## src/hw/rtl/bhtc_pkg.sv

```systemverilog
// Package: shared types, constants and helper functions for the button hold-time classifier.
`default_nettype none

package bhtc_pkg;

  // Width of the grace, hold and release counters
  localparam int CNT_W = 16;
  // Width of every configuration register
  localparam int CFG_W = 16;
  // Width of the configuration register index
  localparam int CFG_IDX_W = 8;
  // Compare width that covers both a counter and a threshold
  localparam int CMP_W = (CNT_W > CFG_W) ? CNT_W : CFG_W;

  localparam logic [CNT_W-1:0] CNT_MAX = {CNT_W{1'b1}};

  // Configuration register indexes
  localparam logic [CFG_IDX_W-1:0] REG_BOOT_GRACE  = CFG_IDX_W'(0);
  localparam logic [CFG_IDX_W-1:0] REG_LONG_PRESS  = CFG_IDX_W'(1);
  localparam logic [CFG_IDX_W-1:0] REG_DIAG_PRESS  = CFG_IDX_W'(2);
  localparam logic [CFG_IDX_W-1:0] REG_REL_DEBOUNCE = CFG_IDX_W'(3);

  // Reset values of the configuration registers
  localparam logic [CFG_W-1:0] BOOT_GRACE_RST   = CFG_W'(100);
  localparam logic [CFG_W-1:0] LONG_PRESS_RST   = CFG_W'(150);
  localparam logic [CFG_W-1:0] DIAG_PRESS_RST   = CFG_W'(250);
  localparam logic [CFG_W-1:0] REL_DEBOUNCE_RST = CFG_W'(4);

  typedef struct packed {
    logic [CFG_W-1:0] boot_grace_ticks;
    logic [CFG_W-1:0] long_press_ticks;
    logic [CFG_W-1:0] diag_press_ticks;
    logic [CFG_W-1:0] release_debounce_ticks;
  } cfg_t;

  typedef struct packed {
    logic [CNT_W-1:0] grace_count;
    logic             press_active;
    logic             long_fired;
    logic             diag_fired;
    logic [CNT_W-1:0] hold_count;
    logic             release_pending;
    logic [CNT_W-1:0] release_count;
  } state_t;

  typedef struct packed {
    logic long_press;
    logic diag_toggle;
    logic is_pressed;
    logic short_press_ended;
    logic armed;
  } res_t;

  // Saturating increment of a counter
  function automatic logic [CNT_W-1:0] sat_inc(input logic [CNT_W-1:0] v);
    return (v == CNT_MAX) ? v : v + CNT_W'(1);
  endfunction

  // Unsigned count >= threshold over the common compare width
  function automatic logic cnt_ge(input logic [CNT_W-1:0] cnt, input logic [CFG_W-1:0] thr);
    return CMP_W'(cnt) >= CMP_W'(thr);
  endfunction

endpackage

`default_nettype wire

```

## src/hw/rtl/bhtc_core.sv

```systemverilog
// Classifier state registers and the single-pass next-state and result logic.
`default_nettype none

module bhtc_core
  import bhtc_pkg::*;
(
  input  wire logic clk,
  input  wire logic rst_n,
  input  wire logic adv,
  input  wire logic pin_level,
  input  wire cfg_t cfg,
  output res_t      res
);

  state_t           st_r;
  state_t           st_nxt;
  logic [CNT_W-1:0] hold_inc;
  logic [CNT_W-1:0] rel_inc;
  logic             down;

  assign hold_inc = sat_inc(st_r.hold_count);
  assign rel_inc  = sat_inc(st_r.release_count);
  assign down     = !pin_level;

  always_comb begin
    st_nxt = st_r;
    res    = '0;
    if (!cnt_ge(st_r.grace_count, cfg.boot_grace_ticks)) begin
      // still in boot grace: drop the sample
      st_nxt.grace_count = sat_inc(st_r.grace_count);
    end else begin
      res.armed = 1'b1;
      if (down) begin
        st_nxt.release_pending = 1'b0;
        st_nxt.release_count   = '0;
        if (!st_r.press_active) begin
          st_nxt.press_active = 1'b1;
          st_nxt.long_fired   = 1'b0;
          st_nxt.diag_fired   = 1'b0;
          st_nxt.hold_count   = '0;
        end else begin
          st_nxt.hold_count = hold_inc;
          if (!st_r.long_fired && cnt_ge(hold_inc, cfg.long_press_ticks)) begin
            st_nxt.long_fired = 1'b1;
            res.long_press    = 1'b1;
          end else if (!st_r.diag_fired && cnt_ge(hold_inc, cfg.diag_press_ticks)) begin
            st_nxt.diag_fired = 1'b1;
            res.diag_toggle   = 1'b1;
          end
        end
      end else if (st_r.press_active) begin
        st_nxt.hold_count = hold_inc;
        if (!st_r.release_pending) begin
          st_nxt.release_pending = 1'b1;
          st_nxt.release_count   = '0;
        end else begin
          st_nxt.release_count = rel_inc;
          if (cnt_ge(rel_inc, cfg.release_debounce_ticks)) begin
            // release confirmed: end the press
            res.short_press_ended  = !st_r.long_fired;
            st_nxt.press_active    = 1'b0;
            st_nxt.long_fired      = 1'b0;
            st_nxt.diag_fired      = 1'b0;
            st_nxt.hold_count      = '0;
            st_nxt.release_pending = 1'b0;
            st_nxt.release_count   = '0;
          end
        end
      end
      res.is_pressed = st_nxt.press_active;
    end
  end

  always_ff @(posedge clk) begin
    if (!rst_n) begin
      st_r <= '0;
    end else if (adv) begin
      st_r <= st_nxt;
    end
  end

endmodule

`default_nettype wire

```

## src/hw/rtl/bhtc_outreg.sv

```systemverilog
// Result register with valid flag on the output side of the classifier.
`default_nettype none

module bhtc_outreg
  import bhtc_pkg::*;
(
  input  wire logic clk,
  input  wire logic rst_n,
  input  wire logic load,
  input  wire res_t res_in,
  input  wire logic out_stall,
  output logic      can_load,
  output logic      out_valid,
  output res_t      res_out
);

  logic valid_r;
  logic valid_nxt;
  res_t res_r;

  // room when empty or when the held result leaves this edge
  assign can_load  = !valid_r || !out_stall;
  assign valid_nxt = load || (valid_r && out_stall);

  always_ff @(posedge clk) begin
    if (!rst_n) begin
      valid_r <= 1'b0;
    end else begin
      valid_r <= valid_nxt;
    end
  end

  always_ff @(posedge clk) begin
    if (load) begin
      res_r <= res_in;
    end
  end

  assign out_valid = valid_r;
  assign res_out   = res_r;

endmodule

`default_nettype wire

```

## src/hw/rtl/button_hold_time_classifier.sv

```systemverilog
// Top level of the button hold-time classifier: config registers, input stage, core, result stage.
//
//  channel | direction | handshake              | payload
//  --------+-----------+------------------------+-------------------------------------------
//  in_     | input     | in_valid / in_stall    | in_pin_level
//  out_    | output    | out_valid / out_stall  | out_long_press, out_diag_toggle,
//          |           |                        | out_is_pressed, out_short_press_ended, out_armed
//  cfg_    | input     | cfg_valid / cfg_ready  | cfg_index, cfg_wdata
//
// One request per cycle is sustained while out_stall stays low.
// The path is input register -> counter increments and threshold compares -> result register.
// Reset (rst_n low, synchronous) empties both stages, clears the classifier state and loads
// the default thresholds. A stalled result holds the result register; the input register
// then holds too, and in_stall rises only when both stages are full. Config is always ready.
`default_nettype none

module button_hold_time_classifier
  import bhtc_pkg::*;
(
  input  wire logic                 clk,
  input  wire logic                 rst_n,
  // input requests
  input  wire logic                 in_valid,
  output logic                      in_stall,
  input  wire logic                 in_pin_level,
  // results
  output logic                      out_valid,
  input  wire logic                 out_stall,
  output logic                      out_long_press,
  output logic                      out_diag_toggle,
  output logic                      out_is_pressed,
  output logic                      out_short_press_ended,
  output logic                      out_armed,
  // configuration writes
  input  wire logic                 cfg_valid,
  output logic                      cfg_ready,
  input  wire logic [CFG_IDX_W-1:0] cfg_index,
  input  wire logic [CFG_W-1:0]     cfg_wdata
);

  cfg_t cfg_r;
  logic s1_valid_r;
  logic s1_valid_nxt;
  logic s1_pin_r;
  logic s1_adv;
  logic in_acc;
  logic out_can_load;
  res_t core_res;
  res_t out_res;

  // ---------------------------------------------------------------- config
  assign cfg_ready = 1'b1;

  always_ff @(posedge clk) begin
    if (!rst_n) begin
      cfg_r.boot_grace_ticks       <= BOOT_GRACE_RST;
      cfg_r.long_press_ticks       <= LONG_PRESS_RST;
      cfg_r.diag_press_ticks       <= DIAG_PRESS_RST;
      cfg_r.release_debounce_ticks <= REL_DEBOUNCE_RST;
    end else if (cfg_valid && cfg_ready) begin
      case (cfg_index)
        REG_BOOT_GRACE:   cfg_r.boot_grace_ticks       <= cfg_wdata;
        REG_LONG_PRESS:   cfg_r.long_press_ticks       <= cfg_wdata;
        REG_DIAG_PRESS:   cfg_r.diag_press_ticks       <= cfg_wdata;
        REG_REL_DEBOUNCE: cfg_r.release_debounce_ticks <= cfg_wdata;
        default: begin
          // unknown index: drop the write
        end
      endcase
    end
  end

  // ---------------------------------------------------------------- input stage
  // Advance the held tick into the core when the result register has room.
  assign s1_adv       = s1_valid_r && out_can_load;
  assign in_stall     = s1_valid_r && !out_can_load;
  assign in_acc       = in_valid && !in_stall;
  assign s1_valid_nxt = in_acc || (s1_valid_r && !s1_adv);

  always_ff @(posedge clk) begin
    if (!rst_n) begin
      s1_valid_r <= 1'b0;
    end else begin
      s1_valid_r <= s1_valid_nxt;
    end
  end

  always_ff @(posedge clk) begin
    if (in_acc) begin
      s1_pin_r <= in_pin_level;
    end
  end

  // ---------------------------------------------------------------- classifier
  // State commits only on the edge the tick moves into the result register.
  bhtc_core u_core (
    .clk       (clk),
    .rst_n     (rst_n),
    .adv       (s1_adv),
    .pin_level (s1_pin_r),
    .cfg       (cfg_r),
    .res       (core_res)
  );

  // ---------------------------------------------------------------- result stage
  bhtc_outreg u_outreg (
    .clk       (clk),
    .rst_n     (rst_n),
    .load      (s1_adv),
    .res_in    (core_res),
    .out_stall (out_stall),
    .can_load  (out_can_load),
    .out_valid (out_valid),
    .res_out   (out_res)
  );

  assign out_long_press        = out_res.long_press;
  assign out_diag_toggle       = out_res.diag_toggle;
  assign out_is_pressed        = out_res.is_pressed;
  assign out_short_press_ended = out_res.short_press_ended;
  assign out_armed             = out_res.armed;

endmodule

`default_nettype wire

```

## config.mk

```make
export PLATFORM = sky130hd
export DESIGN_NAME = button_hold_time_classifier
export DESIGN_NICKNAME = d
export VERILOG_FILES = /design/src/hw/rtl/bhtc_pkg.sv /design/src/hw/rtl/bhtc_core.sv /design/src/hw/rtl/bhtc_outreg.sv /design/src/hw/rtl/button_hold_time_classifier.sv
export SDC_FILE = /design/constraint.sdc
export NUM_CORES = 1
export LEC_CHECK = 0
export BUFFER_PORTS_ARGS = -buffer_cell sky130_fd_sc_hd__buf_4
export CAP_MARGIN = 5
export CORE_MARGIN = 5
export CORE_UTILIZATION = 45
export CTS_CLUSTER_DIAMETER = 150
export DETAILED_ROUTE_END_ITERATION = 8
export HOLD_SLACK_MARGIN = 0.1
export PLACE_DENSITY = 0.64
export RECOVER_POWER = 50
export SLEW_MARGIN = 20
export SYNTH_ARGS = -nofsm -noshare
export SYNTH_HDL_FRONTEND = slang
export SYNTH_SLANG_ARGS = --single-unit
```

## constraint.sdc

```tcl
create_clock -name clk -period 5.44 [get_ports clk]
set_clock_uncertainty 0.1 [all_clocks]
set_input_delay 0.272 -clock clk [delete_from_list [all_inputs] [get_ports clk]]
set_output_delay 0.272 -clock clk [all_outputs]
set_load 0.02 [all_outputs]
```

==> metrics.csv <==
metric,value,unit
synth_area_per_cell,8.79,sq um
power_density,251,nW/um^2
hpwl,12.8,mm
grt_pass1_vias,5807,
track_usage,19.5,%
antenna_cells,0,
cp.required,5.65,ns
yosysWarnings,0,
ctsRootBufferMaster,clkbuf_16,
yosysUniqueCellTypes,63,
die_x,135,um
slowest_delay,0.57,ns
fin_cells,1080,
worstMarginPinSlew,3.39,ns
synth_compound_area_share,14.6,%
worstSkewPairLatency,0.42,ns
drive_gt1_share,9.67,%
rsz0062_at_grt,false,
wire_per_inst,15.7,um
nFillCells,1401,
yosys.area_share.simple,21.5,%
synth_fa_ha_area_share,11.9,%
worstSetupPathType,reg2reg,
vdd_ir_drop_max,0.216,mV
io_pins,38,
seq_area_frac_synth,36.0,%
initial_utilization,46.1,%
grt_max_degree,97,
syn_nets,900,
antenna_found_initial,0,
critPathCaptureType,flop,
fin_crit,4.40,ns
grt_first_pass_wirelength,28.5,mm
placedCellCount,1028,
die_h,135,um
hp-class,in2reg,
drv_slew,97,
syn_inst,803,
outcome,"complete, but fails checks",
setup_violations,0,
core_area,15300,sq um
dpl_worst_slack,1.02,ns
startpoint_type,flop,
dpl_cell_area,7530,sq um
max_freq,227,MHz
leakagePower,3.57,nW
drtPass1Iterations,5,
tritoncts,yes,
synth_area,7060,sq um
grt_overflow,0,
maxCapViolCount,1,
ys_seq_elements,124,
numPortBuffers,36,
slew_headroom,-126,%
finalSetupTns,0,ns
cts_sinks,124,
drt-total-wl,17.0,mm
synth_mux_area_share,7.69,%
clkSlewWorstSetupHoldPaths,0.06,ns
fin_ws,1.04,ns
path_cells,"ha_1, nand2_1, or3_1, nor3_1, nor4_1, or2_2, ha_1, o21ai_0, a211oi_1, o21ai_0, o21ai_0, nand4_1, and3_1, a22o_1",
num_vias,5859,
drc,0,
rows,45,
cts_inserted_buffers,17,
cp_slowest_cell,nor3_1,
period_share,81.0,%
fin_nets,953,
critPathMaxFanout,14,
clockBufferDepth,2,
ant_nets,0,
worst_path_most_repeated_cell,o21ai_0,
crit_arrival,4.61,ns
synth_xor_xnor_area_share,2.73,%
htreeDepth,4,
synthArstFlopShare,0,%
viasPerCell,5.43,
violations,"max-capacitance violations, max-slew violations",
layout-area-overhead-vs-synth,17.1,%
finalHoldViolCount,0,
drt_iter0_markers,268,
synth-main-ff-cell,dfxtp_1,
synth_top_family_by_area,simple AND/OR/NAND/NOR gates,
finalInstanceArea,8270,sq um
dieArea,18300,sq um
synth_edf_count,6,
gp_congestion,0.937,
postLayoutCoreUtil,54.0,%
==> stage by stage <==
stage / total power, mW / hold WS (ns)
2_1_floorplan: 0.976 / 0.271
3_3_place_gp: 1.01 / 0.343
3_5_place_dp: 1.01 / 0.353
4_1_cts: 2.09 / 0.191
5_1_grt: 2.14 / 0.207
6_report: 2.07 / 0.208
==> path summary, 6_finish.rpt <==
check                                startpoint  slack [ns]  depth (start not counted)         endpoint
worst min register to register  u_core.st_r[33]        0.37                          2  u_core.st_r[33]
worst max register to register   u_core.st_r[0]        1.04                         14  u_core.st_r[31]
worst min-delay path               cfg_index[1]        0.21                          3        cfg_r[50]
worst max-delay path             u_core.st_r[0]        1.04                         14  u_core.st_r[31]
==> critical path: cells and delay by family (launching register included) <==
kind                     cells  cell delay, ns
AO/OA/AOI/OAI                5            1.01
AND/OR/NAND/NOR              7            2.33
flip-flops                   1            0.36
adder cells (fa/ha/maj)      2            0.49
==> metal layers <==
| metal | part of all wire (%) | wire length [um] | GRT usage, % |
|---|---|---|---|
| met1 | 43 | 7320 | 23.4 |
| met2 | 50 | 8510 | 33.9 |
| met3 | 4.0 | 687 | 4.16 |
| met4 | 2.7 | 467 | 8.06 |
| met5 | 0 | 0 | 0 |
==> area by class of cell <==
type / instances / area, sq um / share of cell area [%]
multi-input combinational: 579 / 4140 / 50.1
sequential: 124 / 2540 / 30.8
timing repair buffer: 61 / 483 / 5.84
clock buffer: 19 / 443 / 5.36
inverter: 73 / 277 / 3.34
tap: 211 / 264 / 3.19
clock inverter: 13 / 115 / 1.39
==> synthesized netlist by cell type, types with 3 or more instances <==
cell type / count / area, sq um
ha_1: 67 / 838
a2111oi_0: 3 / 26.3
and3_1: 12 / 75.1
and2_1: 9 / 56.3
o21ai_0: 12 / 60.1
a41oi_1: 3 / 26.3
nor2_1: 38 / 143
nor3_1: 15 / 75.1
a211oi_1: 4 / 30.0
a22o_1: 14 / 123
edfxtp_1: 6 / 180
inv_1: 72 / 270
a32o_1: 8 / 80.1
dfxtp_1: 118 / 2360
or2_2: 8 / 50.1
o211ai_1: 18 / 135
nand3_1: 32 / 160
nand2b_1: 12 / 75.1
o31ai_1: 3 / 22.5
or3_1: 3 / 18.8
nor4_1: 5 / 31.3
xor2_1: 8 / 70.1
buf_2: 4 / 20.0
nor2b_1: 48 / 300
clkbuf_1: 20 / 75.1
mux2i_1: 52 / 521
xnor2_1: 14 / 123
nand2_1: 88 / 330
a21o_1: 3 / 22.5
nand4_1: 15 / 93.8
a21boi_0: 10 / 75.1
o21a_1: 18 / 135
a31oi_1: 6 / 37.5
a21oi_1: 20 / 100
==> state kept, by name (all words and copies together) (netlist names) <==
name and cells:
s1_valid_r 1, u_outreg.res_out 5, cfg_r 64, u_core.st_r 52, s1_pin_r 1, u_outreg.out_valid 1
==> cells in the final DEF, fill, tap and decap left out, types with 14 or more instances in the layout <==
cell / netlist / layout
inv_1: 72 / 72
mux2i_1: 52 / 52
buf_4: 2 / 31
o21a_1: 18 / 18
a21oi_1: 20 / 20
nand2_1: 88 / 88
nand4_1: 15 / 15
clkbuf_16: 0 / 17
nand3_1: 32 / 31
a22o_1: 14 / 14
xnor2_1: 14 / 14
ha_1: 67 / 67
dlygate4sd3_1: 0 / 19
dfxtp_1: 118 / 118
nor2b_1: 48 / 48
o211ai_1: 18 / 18
nor2_1: 38 / 38
nor3_1: 15 / 15
==> where the power goes <==
group / switching (mW) / internal (mW) / leakage (nW)
logic: 0.0434 / 0.0397 / 2.29
registers: 0.00293 / 0.920 / 1.01
clock network: 0.429 / 0.640 / 0.266
==> timing repair <==
action	in CTS	in global routing
endpoints found under the hold margin	65	0
gates resized for setup	0	0
buffers inserted	0	0
hold buffers	19	0
setup endpoints to repair	0	0
==> cell families (layout without fill, tap and decap cells) <==
kind of cell             after synthesis  in the layout
AO/OA/AOI/OAI                        139            139
XOR/XNOR                              22             22
adder cells (fa/ha/maj)               67             67
buffers and inverters                100            166
flip-flops                           124            124
multiplexers                          54             54
other                                  1              1
AND/OR/NAND/NOR                      296            296
Note: power is estimated with default switching activity, not from simulation.
